**config.mk**
```make
export PLATFORM = sky130hd
export DESIGN_NAME = rotation_matrix_to_quaternion_top
export DESIGN_NICKNAME = d
export VERILOG_FILES = /design/src/sv/rm2q_pkg.sv /design/src/sv/rotation_matrix_to_quaternion_top.sv /design/src/sv/rm2q_front.sv /design/src/sv/rm2q_sqrt_cell.sv
export SDC_FILE = /design/constraint.sdc
export NUM_CORES = 2
export LEC_CHECK = 0
export BUFFER_PORTS_ARGS = -buffer_cell sky130_fd_sc_hd__buf_2
export CORE_UTILIZATION = 50
export DETAILED_ROUTE_END_ITERATION = 7
export PLACE_DENSITY_LB_ADDON = 0.15
export SLEW_MARGIN = 5
export SYNTH_ARGS = -nofsm -noshare
export SYNTH_HDL_FRONTEND = slang
export SYNTH_SLANG_ARGS = --single-unit
```
**constraint.sdc**
```tcl
create_clock -name clk -period 161.3 [get_ports clk]
set_input_delay 24.195 -clock clk [delete_from_list [all_inputs] [get_ports clk]]
set_output_delay 24.195 -clock clk [all_outputs]
set_load 0.1 [all_outputs]
```
**src/sv/rm2q_pkg.sv**
```systemverilog
package rm2q_pkg;

  // Width of every matrix entry and signed quaternion component
  localparam int DATA_W = 16;

  // Largest magnitude a component may carry
  localparam logic [DATA_W-2:0] MAG_MAX = '1;

  // Lanes worked side by side: w, x, y, z
  localparam int LANES = 4;
  localparam int LANE_W = 0;
  localparam int LANE_X = 1;
  localparam int LANE_Y = 2;
  localparam int LANE_Z = 3;

  typedef struct packed {
    logic signed [DATA_W-1:0] r00;
    logic signed [DATA_W-1:0] r01;
    logic signed [DATA_W-1:0] r02;
    logic signed [DATA_W-1:0] r10;
    logic signed [DATA_W-1:0] r11;
    logic signed [DATA_W-1:0] r12;
    logic signed [DATA_W-1:0] r20;
    logic signed [DATA_W-1:0] r21;
    logic signed [DATA_W-1:0] r22;
  } matrix_t;

  typedef struct packed {
    logic        [DATA_W-2:0] quat_w;
    logic signed [DATA_W-1:0] quat_x;
    logic signed [DATA_W-1:0] quat_y;
    logic signed [DATA_W-1:0] quat_z;
  } quat_t;

  // Control that rides along the pipeline with each item
  typedef struct packed {
    logic       valid;
    logic [2:0] neg;  // x, y, z take a negative sign
  } ctl_t;

endpackage

```
**src/sv/rotation_matrix_to_quaternion_top.sv**
```systemverilog
// Rotation matrix to unit quaternion, Q2.14 fixed point.
//
// Input channel in_valid / in_stall / in_data carries the nine matrix entries;
// result channel out_valid / out_stall / out_data carries (w, x, y, z).
// A transfer happens on a rising edge with valid high and stall low.
// Each component magnitude is the truncated root of the clamped diagonal sum,
// saturated to the format limit; x, y, z take the sign of their off-diagonal
// difference (zero difference is positive).
//
// An item passes from the input transfer to out_valid through the sum register,
// which loads on the transfer edge, then a chain of QW root cells that resolve
// one root bit each for all four components, then the output register. QW is
// half the radicand width, rounded up. Throughput is one transfer per cycle
// while the chain is not held: every cell takes a new item each cycle it advances.
//
// Reset clears all valid flags; nothing is pending after it. When the receiver
// stalls a waiting result, the whole chain holds and in_stall rises in the
// same cycle; no item is dropped or repeated.
module rotation_matrix_to_quaternion_top
  import rm2q_pkg::*;
#(
  parameter int FRAC_BITS = 14
) (
  input  logic    clk,
  input  logic    rst_n,
  input  logic    in_valid,
  output logic    in_stall,
  input  matrix_t in_data,
  output logic    out_valid,
  input  logic    out_stall,
  output quat_t   out_data
);

  localparam int SW   = ((DATA_W > FRAC_BITS + 1) ? DATA_W : FRAC_BITS + 1) + 3;
  localparam int RW   = SW + FRAC_BITS - 2;
  localparam int QW   = (RW + 1) / 2;
  localparam int RADW = 2 * QW;
  localparam int CW   = QW + DATA_W;

  logic adv;
  ctl_t ctl [QW+1];
  logic [LANES-1:0][RADW-1:0] rad  [QW+1];
  logic [LANES-1:0][QW:0]     rem  [QW+1];
  logic [LANES-1:0][QW-1:0]   root [QW+1];
  logic [DATA_W-2:0] mag [LANES];
  quat_t out_nxt;
  logic  out_valid_r;
  quat_t out_data_r;

  // Hold the whole chain while a result waits on a stalled receiver
  assign adv      = !(out_valid_r && out_stall);
  assign in_stall = !adv;

  rm2q_front #(
    .FRAC_BITS (FRAC_BITS),
    .RADW      (RADW)
  ) u_front (
    .clk      (clk),
    .rst_n    (rst_n),
    .adv      (adv),
    .in_valid (in_valid),
    .in_data  (in_data),
    .ctl_o    (ctl[0]),
    .rad_o    (rad[0])
  );

  assign rem[0]  = '0;
  assign root[0] = '0;

  // Chain of root cells, most significant root bit first
  for (genvar k = 0; k < QW; k++) begin : g_cell
    rm2q_sqrt_cell #(
      .QW (QW)
    ) u_cell (
      .clk    (clk),
      .rst_n  (rst_n),
      .adv    (adv),
      .ctl_i  (ctl[k]),
      .rad_i  (rad[k]),
      .rem_i  (rem[k]),
      .root_i (root[k]),
      .ctl_o  (ctl[k+1]),
      .rad_o  (rad[k+1]),
      .rem_o  (rem[k+1]),
      .root_o (root[k+1])
    );
  end

  // Saturate the magnitudes and apply the signs
  always_comb begin
    for (int l = 0; l < LANES; l++) begin
      if (CW'(root[QW][l]) > CW'(MAG_MAX)) begin
        mag[l] = MAG_MAX;
      end else begin
        mag[l] = (DATA_W-1)'(CW'(root[QW][l]));
      end
    end
    out_nxt.quat_w = mag[LANE_W];
    out_nxt.quat_x = ctl[QW].neg[0] ? -{1'b0, mag[LANE_X]} : {1'b0, mag[LANE_X]};
    out_nxt.quat_y = ctl[QW].neg[1] ? -{1'b0, mag[LANE_Y]} : {1'b0, mag[LANE_Y]};
    out_nxt.quat_z = ctl[QW].neg[2] ? -{1'b0, mag[LANE_Z]} : {1'b0, mag[LANE_Z]};
  end

  // Output register
  always_ff @(posedge clk) begin
    if (!rst_n) begin
      out_valid_r <= 1'b0;
    end else if (adv) begin
      out_valid_r <= ctl[QW].valid;
    end
  end

  always_ff @(posedge clk) begin
    if (adv) begin
      out_data_r <= out_nxt;
    end
  end

  assign out_valid = out_valid_r;
  assign out_data  = out_data_r;

  // A stalled result must freeze the input side
  a_stall_backs_up: assert property (@(posedge clk) disable iff (!rst_n)
    (out_valid && out_stall) |-> in_stall)
    else $error("input taken while result stalled");

  // An accepted item enters the first stage
  a_accept_enters: assert property (@(posedge clk) disable iff (!rst_n)
    (in_valid && !in_stall) |=> ctl[0].valid)
    else $error("accepted item lost at first stage");

  // Saturation keeps signed components off the most negative code
  a_no_min_code: assert property (@(posedge clk) disable iff (!rst_n)
    out_valid |-> (out_data.quat_x != {1'b1, {(DATA_W-1){1'b0}}}) &&
                  (out_data.quat_y != {1'b1, {(DATA_W-1){1'b0}}}) &&
                  (out_data.quat_z != {1'b1, {(DATA_W-1){1'b0}}}))
    else $error("component beyond saturation limit");

endmodule

```
**src/sv/rm2q_front.sv**
```systemverilog
module rm2q_front
  import rm2q_pkg::*;
#(
  parameter int FRAC_BITS = 14,
  parameter int RADW = 30
) (
  input  logic                        clk,
  input  logic                        rst_n,
  input  logic                        adv,
  input  logic                        in_valid,
  input  matrix_t                     in_data,
  output ctl_t                        ctl_o,
  output logic [LANES-1:0][RADW-1:0]  rad_o
);

  localparam int SW = ((DATA_W > FRAC_BITS + 1) ? DATA_W : FRAC_BITS + 1) + 3;
  localparam logic signed [SW-1:0] ONE = SW'(2 ** FRAC_BITS);

  logic signed [SW-1:0] a00, a11, a22;
  logic signed [SW-1:0] sum [LANES];
  logic signed [DATA_W:0] dx, dy, dz;
  logic [LANES-1:0][RADW-1:0] rad_nxt;
  ctl_t ctl_nxt;
  ctl_t ctl_r;
  logic [LANES-1:0][RADW-1:0] rad_r;

  // Widen the diagonal and form the four sign patterns
  assign a00 = SW'(in_data.r00);
  assign a11 = SW'(in_data.r11);
  assign a22 = SW'(in_data.r22);

  assign sum[LANE_W] = ONE + a00 + a11 + a22;
  assign sum[LANE_X] = ONE + a00 - a11 - a22;
  assign sum[LANE_Y] = ONE - a00 + a11 - a22;
  assign sum[LANE_Z] = ONE - a00 - a11 + a22;

  // Clamp at zero and scale into the root's radicand
  always_comb begin
    for (int l = 0; l < LANES; l++) begin
      if (sum[l][SW-1] || (sum[l] == '0)) begin
        rad_nxt[l] = '0;
      end else begin
        rad_nxt[l] = RADW'($unsigned(sum[l])) << (FRAC_BITS - 2);
      end
    end
  end

  // Off-diagonal differences; zero counts as positive
  assign dx = (DATA_W+1)'(in_data.r21) - (DATA_W+1)'(in_data.r12);
  assign dy = (DATA_W+1)'(in_data.r02) - (DATA_W+1)'(in_data.r20);
  assign dz = (DATA_W+1)'(in_data.r10) - (DATA_W+1)'(in_data.r01);

  assign ctl_nxt.valid = in_valid;
  assign ctl_nxt.neg   = {dz[DATA_W], dy[DATA_W], dx[DATA_W]};

  // Advance the stage register
  always_ff @(posedge clk) begin
    if (!rst_n) begin
      ctl_r <= '0;
    end else if (adv) begin
      ctl_r <= ctl_nxt;
    end
  end

  always_ff @(posedge clk) begin
    if (adv) begin
      rad_r <= rad_nxt;
    end
  end

  assign ctl_o = ctl_r;
  assign rad_o = rad_r;

endmodule

```
**src/sv/rm2q_sqrt_cell.sv**
```systemverilog
module rm2q_sqrt_cell
  import rm2q_pkg::*;
#(
  parameter int QW = 15
) (
  input  logic                          clk,
  input  logic                          rst_n,
  input  logic                          adv,
  input  ctl_t                          ctl_i,
  input  logic [LANES-1:0][2*QW-1:0]    rad_i,
  input  logic [LANES-1:0][QW:0]        rem_i,
  input  logic [LANES-1:0][QW-1:0]      root_i,
  output ctl_t                          ctl_o,
  output logic [LANES-1:0][2*QW-1:0]    rad_o,
  output logic [LANES-1:0][QW:0]        rem_o,
  output logic [LANES-1:0][QW-1:0]      root_o
);

  localparam int RADW = 2 * QW;

  logic [QW+2:0] cand  [LANES];
  logic [QW+2:0] trial [LANES];
  logic [QW+2:0] diff  [LANES];
  logic [LANES-1:0][RADW-1:0] rad_nxt;
  logic [LANES-1:0][QW:0]     rem_nxt;
  logic [LANES-1:0][QW-1:0]   root_nxt;
  ctl_t                       ctl_r;
  logic [LANES-1:0][RADW-1:0] rad_r;
  logic [LANES-1:0][QW:0]     rem_r;
  logic [LANES-1:0][QW-1:0]   root_r;

  // Resolve one root bit per lane: bring down two radicand bits, try 4*root+1
  always_comb begin
    for (int l = 0; l < LANES; l++) begin
      cand[l]    = {rem_i[l], rad_i[l][RADW-1 -: 2]};
      trial[l]   = {1'b0, root_i[l], 2'b01};
      diff[l]    = cand[l] - trial[l];
      rad_nxt[l] = {rad_i[l][RADW-3:0], 2'b00};
      if (cand[l] >= trial[l]) begin
        rem_nxt[l]  = diff[l][QW:0];
        root_nxt[l] = {root_i[l][QW-2:0], 1'b1};
      end else begin
        rem_nxt[l]  = cand[l][QW:0];
        root_nxt[l] = {root_i[l][QW-2:0], 1'b0};
      end
    end
  end

  // Hand the partial result to the next cell
  always_ff @(posedge clk) begin
    if (!rst_n) begin
      ctl_r <= '0;
    end else if (adv) begin
      ctl_r <= ctl_i;
    end
  end

  always_ff @(posedge clk) begin
    if (adv) begin
      rad_r  <= rad_nxt;
      rem_r  <= rem_nxt;
      root_r <= root_nxt;
    end
  end

  assign ctl_o  = ctl_r;
  assign rad_o  = rad_r;
  assign rem_o  = rem_r;
  assign root_o = root_r;

endmodule

```
# After elaboration in Yosys (flattened, before gate mapping)
# Cells that the tools add are included.
dict set report totals {
  ff_bits 2728
  latchBits 0
  ramBits 0
  mem_bits_ro 0
  in_bits 148
  output_inout_bits 65
  elab_cells 521
  mem_count 0
}
dict set report classes {
  n_addsub 76
  n_mul 0
  div_mod_pow 0
  order_cmp 68
  n_eq_ne 0
  n_shift 0
  n_mux 130
  bitwise 0
  n_reduce_logical 9
}
# operator count
set op_table {}
lappend op_table {{$mux W17} 56}
lappend op_table {{$mux W15} 6}
lappend op_table {{$ge A19 B10 Y1} 4}
lappend op_table {{$ge A19 B11 Y1} 4}
lappend op_table {{$ge A19 B12 Y1} 4}
lappend op_table {{$ge A19 B13 Y1} 4}
lappend op_table {{$ge A19 B14 Y1} 4}
lappend op_table {{$ge A19 B15 Y1} 4}
lappend op_table {{$ge A19 B16 Y1} 4}
lappend op_table {{$ge A19 B17 Y1} 4}
lappend op_table {{$ge A19 B3 Y1} 4}
lappend op_table {{$ge A19 B4 Y1} 4}
lappend op_table {{$ge A19 B5 Y1} 4}
lappend op_table {{$ge A19 B6 Y1} 4}
lappend op_table {{$ge A19 B7 Y1} 4}
lappend op_table {{$ge A19 B8 Y1} 4}
lappend op_table {{$ge A19 B9 Y1} 4}
lappend op_table {{$logic_not A19 Y1} 4}
lappend op_table {{$sub A17 B10 Y17} 4}
lappend op_table {{$sub A17 B11 Y17} 4}
lappend op_table {{$sub A17 B12 Y17} 4}
lappend op_table {{$sub A17 B13 Y17} 4}
lappend op_table {{$sub A17 B14 Y17} 4}
lappend op_table {{$sub A17 B15 Y17} 4}
lappend op_table {{24 further kinds} 133}

# Depth between registers and ports, before layout
dict set report logic_depth {
  ltp_word 5
  ltp_mapped 24
  mapped_depth_nobuf 22
}

# By module
# Synthesis repeated with hierarchy kept, for this count alone.
dict set report hier_totals {
  cells_unflattened 15812
  area_unflattened_um2 211821.9
}
# module n_inst cells_per_inst area_each_um2
set modules_own_cells {}
lappend modules_own_cells {rm2q_sqrt_cell 16 903 12419.4}
lappend modules_own_cells {rm2q_front 1 1046 9641.7}
lappend modules_own_cells {rotation_matrix_to_quaternion_top 1 318 3469.6}

# Worst setup path after synthesis
# No wires, ideal clock.
dict set report synth_path {
  path_type {input to register}
  startpoint {input port out_stall}
  endpoint {register g_cell[0].u_cell.rad_r, in the netlist g_cell[0].u_cell.rad_o[110] (enable)}
  setup_ns 3.055
  arrival_time_ns 76.480
  required_ns 158.245
  path_slack_ns 81.765
  stages 2
  path_buffers 1
  cell_sequence {nand2_1 -> clkbuf_1}
}
dict set report synth_via {
  elab_chain_cells 1
}
# element line_no
set synth_rtl {}
lappend synth_rtl {{start, declared} rotation_matrix_to_quaternion_top.sv:30} ;# input logic out_stall,
lappend synth_rtl {{$logic_and A1 B1 Y1} rotation_matrix_to_quaternion_top.sv:51} ;# assign adv = !(out_valid_r && out_stall);
lappend synth_rtl {{end signal, assigned} rm2q_sqrt_cell.sv:60} ;# rad_r <= rad_nxt;
lappend synth_rtl {{end, declared} rm2q_sqrt_cell.sv:28} ;# logic [LANES-1:0][RADW-1:0] rad_r;
# No other way between the ends.
# A chain may end at the register's enable or synchronous reset.

# Worst setup path in the final report
dict set report layout_path {
  startpoint {input port out_stall}
  endpoint {output port in_stall}
}
dict set report layout_via {
  elab_chain_cells 1
}
# element line_no
set layout_rtl {}
lappend layout_rtl {{$logic_and A1 B1 Y1} rotation_matrix_to_quaternion_top.sv:51}
lappend layout_rtl {{end, declared} rotation_matrix_to_quaternion_top.sv:27} ;# output logic in_stall,
# No other way between the ends.

==> impl_results.html <==
<table>
<tr><th>Metric</th><th>Value</th></tr>
<tr><th colspan="2">Synthesis</th></tr>
<tr><td>Post-Synthesis Mean Instance Area</td><td>11.9 µm²</td></tr>
<tr><td>Share of flip-flops with an asynchronous set or reset after synthesis</td><td>0%</td></tr>
<tr><td>Largest family of logic cells by synthesized area</td><td>simple AND/OR/NAND/NOR gates</td></tr>
<tr><td>Most frequently used flop master after synthesis</td><td>sky130_fd_sc_hd__edfxtp_1</td></tr>
<tr><td>Synth Area in Simple Gates</td><td>11.0%</td></tr>
<tr><td>Post-synthesis cell count</td><td>8,582</td></tr>
<tr><td>Synth Warn #</td><td>0</td></tr>
<tr><td>Number of enable-type register cells in the synthesized netlist</td><td>1,935</td></tr>
<tr><td>Xor and xnor fraction of the mapped netlist area</td><td>6.12%</td></tr>
<tr><td>Mux contribution to synthesized area</td><td>1.27%</td></tr>
<tr><td>Sequential fraction of the synthesis area</td><td>58.1%</td></tr>
<tr><td>Number of distinct standard cells referenced by the synthesized netlist</td><td>84</td></tr>
<tr><td>Compound-Gate Fraction of Synth Area</td><td>10.0%</td></tr>
<tr><td>Cell area after synthesis</td><td>0.102 mm²</td></tr>
<tr><td>Adder-cell area share of the yosys netlist</td><td>9.86%</td></tr>
<tr><td>Synthesis-stage register bit count</td><td>2,004</td></tr>
<tr><th colspan="2">Timing</th></tr>
<tr><td>Clock Skews</td><td>33.4 ps</td></tr>
<tr><td>Hold WS</td><td>398 ps</td></tr>
<tr><td>Total negative setup slack</td><td>0 ps</td></tr>
<tr><td>Final max-slew violation count</td><td>0</td></tr>
<tr><td>Unrepaired setup endpoints after global routing</td><td>false</td></tr>
<tr><td>Worst setup slack after layout</td><td>111,860 ps</td></tr>
<tr><td>Post-route clock period utilization</td><td>30.7%</td></tr>
<tr><td>Hold Vio Cnt, Final</td><td>0</td></tr>
<tr><td>Fmax achieved</td><td>0.0202 GHz</td></tr>
<tr><td>Slew margin rel.</td><td>25.1%</td></tr>
<tr><td>Final setup vio count</td><td>0</td></tr>
<tr><td>Min Clock Period, post-route</td><td>49,440 ps</td></tr>
<tr><td>Slew of the pin with the lowest slew margin</td><td>1120 ps</td></tr>
<tr><th colspan="2">Cells and area</th></tr>
<tr><td>Count of fill cells added during filler insertion</td><td>16,600</td></tr>
<tr><td>Fraction of layout cells with a size suffix above 1</td><td>7.89%</td></tr>
<tr><td>Summed area of non-filler cells in the final layout</td><td>0.113 mm²</td></tr>
<tr><td>Most common cell after layout, fill and taps aside</td><td>sky130_fd_sc_hd__edfxtp_1</td></tr>
<tr><td>Layout overhead on the synthesized area</td><td>10.6%</td></tr>
<tr><td>Final core utilization</td><td>55.9%</td></tr>
<tr><td>Total area of multi-input combinational cells</td><td>0.0393 mm²</td></tr>
<tr><td>NumNets Final</td><td>9,835</td></tr>
<tr><td>Area occupied by registers</td><td>0.0595 mm²</td></tr>
<tr><td>Fin cells</td><td>11,800</td></tr>
<tr><td>Commonest cells after routing, fill and taps aside</td><td>sky130_fd_sc_hd__edfxtp_1, sky130_fd_sc_hd__inv_1, sky130_fd_sc_hd__ha_1, sky130_fd_sc_hd__nor2_1, sky130_fd_sc_hd__nand2_1</td></tr>
<tr><td>Antenna diode instance count</td><td>0</td></tr>
<tr><th colspan="2">Detailed routing</th></tr>
<tr><td>Wirelength per Cell</td><td>14.2 µm</td></tr>
<tr><td>Final antenna-violating net count</td><td>0</td></tr>
<tr><td>DRC errors left</td><td>0</td></tr>
<tr><td>Iter 0 DRT Violations</td><td>2,871</td></tr>
<tr><td>Vias per inst</td><td>5.20</td></tr>
<tr><td>1st-pass router iterations</td><td>7</td></tr>
<tr><td>Vias after detailed routing</td><td>61,200</td></tr>
<tr><td>Final WL</td><td>167,000 µm</td></tr>
<tr><th colspan="2">Global routing</th></tr>
<tr><td>First-pass GRT wire length</td><td>280,000 µm</td></tr>
<tr><td>Number of antenna violations at the first check in global routing</td><td>3</td></tr>
<tr><td>Number of global-route vias before repair</td><td>60,800</td></tr>
<tr><td>Grt total ovfl</td><td>0</td></tr>
<tr><td>Maximum number of pins on one net before global-route repair</td><td>205</td></tr>
<tr><td>All-Layer GR Usage</td><td>16.0%</td></tr>
<tr><th colspan="2">Setup path</th></tr>
<tr><td>Sort of element at the start of the critical path</td><td>input port</td></tr>
<tr><td>CP Data Arrival Time</td><td>25,250 ps</td></tr>
<tr><td>Reg-to-reg setup timing slack</td><td>155,820 ps</td></tr>
<tr><td>R2R depth</td><td>6</td></tr>
<tr><td>Path type of the worst setup path</td><td>input port to primary output</td></tr>
<tr><td>Peak fanout along the critical path</td><td>52</td></tr>
<tr><td>Crit. End Element</td><td>primary output</td></tr>
<tr><td>Worst endpoint required time</td><td>137,100 ps</td></tr>
<tr><th colspan="2">Place</th></tr>
<tr><td>Place WS</td><td>111,840 ps</td></tr>
<tr><td>Port bufs</td><td>212</td></tr>
<tr><td>HPWL after DPL</td><td>121,000 µm</td></tr>
<tr><td>Area post-placement</td><td>0.107 mm²</td></tr>
<tr><td>Cells after DPL</td><td>11,400</td></tr>
<tr><td>Global placer's final weighted congestion</td><td>0.881</td></tr>
<tr><th colspan="2">Flow run</th></tr>
<tr><td>Max Cap Violations</td><td>0</td></tr>
<tr><th colspan="2">Floorplan</th></tr>
<tr><td>I/O pin count</td><td>213</td></tr>
<tr><td>Number of placement rows</td><td>165</td></tr>
<tr><td>DIE HEIGHT</td><td>454 µm</td></tr>
<tr><td>Starting density of the core</td><td>50.5%</td></tr>
<tr><td>Area of the die</td><td>0.207 mm²</td></tr>
<tr><td>Placeable Area</td><td>0.203 mm²</td></tr>
<tr><td>Horizontal extent of the die</td><td>454 µm</td></tr>
<tr><th colspan="2">Clock tree</th></tr>
<tr><td>CTS tree</td><td>yes</td></tr>
<tr><td>Clock Latency Late Sink</td><td>850 ps</td></tr>
<tr><td>Post-cts hold buffer count</td><td>0</td></tr>
<tr><td>Clock Sinks</td><td>2,004</td></tr>
<tr><td>Post-CTS setup-driven buffer insertion count</td><td>0</td></tr>
<tr><td>Clock-pin transition on the worst setup and hold timing paths</td><td>60 ps</td></tr>
<tr><td>Root buffer selected by CTS</td><td>sky130_fd_sc_hd__clkbuf_16</td></tr>
<tr><td>Cts bufs inserted</td><td>210</td></tr>
<tr><td>PostCTS Resize Cnt</td><td>0</td></tr>
<tr><td>Level count of the clock H-tree</td><td>4</td></tr>
<tr><td>Maximum count of clock buffers along a single path</td><td>3</td></tr>
<tr><th colspan="2">Power and ir drop</th></tr>
<tr><td>Total power</td><td>1.86 mW</td></tr>
<tr><td>Worst-case vdd ir drop</td><td>0.0000126 V</td></tr>
<tr><td>Power density normalized to cell area</td><td>16.4 mW/mm²</td></tr>
<tr><td>Static leakage power</td><td>46.4 nW</td></tr>
<tr><th colspan="2">Outcome</th></tr>
<tr><td>Run status</td><td>complete, no violations</td></tr>
<tr><th colspan="2">Worst hold path</th></tr>
<tr><td>Worst hold-check path type</td><td>register to register</td></tr>
<tr><td>Hold path depth</td><td>0</td></tr>
</table>
==> metal layers <==
layer	part of all wire, %	vias to the layer above	global-route usage [%]
li1	-	31600	-
met1	45	28200	19.4
met2	49	946	28.7
met3	3.5	334	2.61
met4	2.8	6	5.74
met5	0.019	-	0
==> cells by family (layout without fill, tap and decap cells) <==
kind of cell             Yosys count  after routing
AO/OA/AOI/OAI                   1655           1655
XOR/XNOR                         715            715
adder cells (fa/ha/maj)          780            780
buffers and inverters            972           1470
flip-flops                      2004           2004
multiplexers                     118            118
other                              1              8
AND/OR/NAND/NOR                 2337           2337
==> flip-flops by register name, indices dropped and copies added, names as in the netlist <==
register,flops
u_front.ctl_o,4
g_cell.u_cell.rad_o,360
out_data,63
g_cell.u_cell.root_o,544
u_front.rad_o,76
g_cell.u_cell.rem_o,892
out_valid,1
g_cell.u_cell.ctl_o,64
==> worst paths after layout <==
path | to | startpoint
max | in_stall | out_stall
min | g_cell[0].u_cell.rad_o[114]$_DFFE_PN_ | u_front.rad_o[112]$_SDFFCE_PP0N_
max reg2reg | u_front.rad_o[115]$_SDFFCE_PP0N_ | out_valid$_SDFFE_PN0N_
min reg2reg | g_cell[0].u_cell.rad_o[114]$_DFFE_PN_ | u_front.rad_o[112]$_SDFFCE_PP0N_
==> final cells by class <==
cell class,count,share of cell area (%)
clock buffer,280,4.98
clock inverter,112,0.914
inverter,836,2.77
multi-input combinational,5613,34.7
sequential,2004,52.5
tap,2672,2.95
timing repair buffer,242,1.18
==> power by group <==
group          total [mW]  leakage, nW  internal (mW)  switching, mW
logic               0.505         23.6          0.237          0.269
registers           0.892         19.6          0.800         0.0924
clock network       0.457         3.23          0.263          0.194
total                1.86         46.4           1.30          0.556
==> cell usage after synthesis (49+ instances only) <==
master	number	area [µm²]
sky130_fd_sc_hd__a31oi_1	53	332
sky130_fd_sc_hd__nand4_1	50	313
sky130_fd_sc_hd__o21ai_0	393	1970
sky130_fd_sc_hd__o21bai_1	49	368
sky130_fd_sc_hd__o31ai_1	57	428
sky130_fd_sc_hd__nor3_1	269	1350
sky130_fd_sc_hd__edfxtp_1	1935	58100
sky130_fd_sc_hd__mux2_2	94	1060
sky130_fd_sc_hd__nor4_1	65	407
sky130_fd_sc_hd__or2_2	50	313
sky130_fd_sc_hd__xor2_1	323	2830
sky130_fd_sc_hd__a21boi_0	93	698
sky130_fd_sc_hd__dfxtp_1	69	1380
sky130_fd_sc_hd__o21a_1	128	961
sky130_fd_sc_hd__inv_1	826	3100
sky130_fd_sc_hd__xnor2_1	392	3430
sky130_fd_sc_hd__nor2b_1	103	644
sky130_fd_sc_hd__nor2_1	671	2520
sky130_fd_sc_hd__a21o_1	157	1180
sky130_fd_sc_hd__nand3_1	125	626
sky130_fd_sc_hd__clkbuf_1	130	488
sky130_fd_sc_hd__nand2b_1	148	926
sky130_fd_sc_hd__a21oi_1	526	2630
sky130_fd_sc_hd__nand2_1	563	2110
sky130_fd_sc_hd__or3_1	103	644
sky130_fd_sc_hd__ha_1	736	9210
==> worst max-delay path: stages <==
cell	delay, ps
sky130_fd_sc_hd__buf_2	100
sky130_fd_sc_hd__nand2_4	310
sky130_fd_sc_hd__inv_2	170
sky130_fd_sc_hd__buf_2	440
Power figures use the tool's default switching activity.
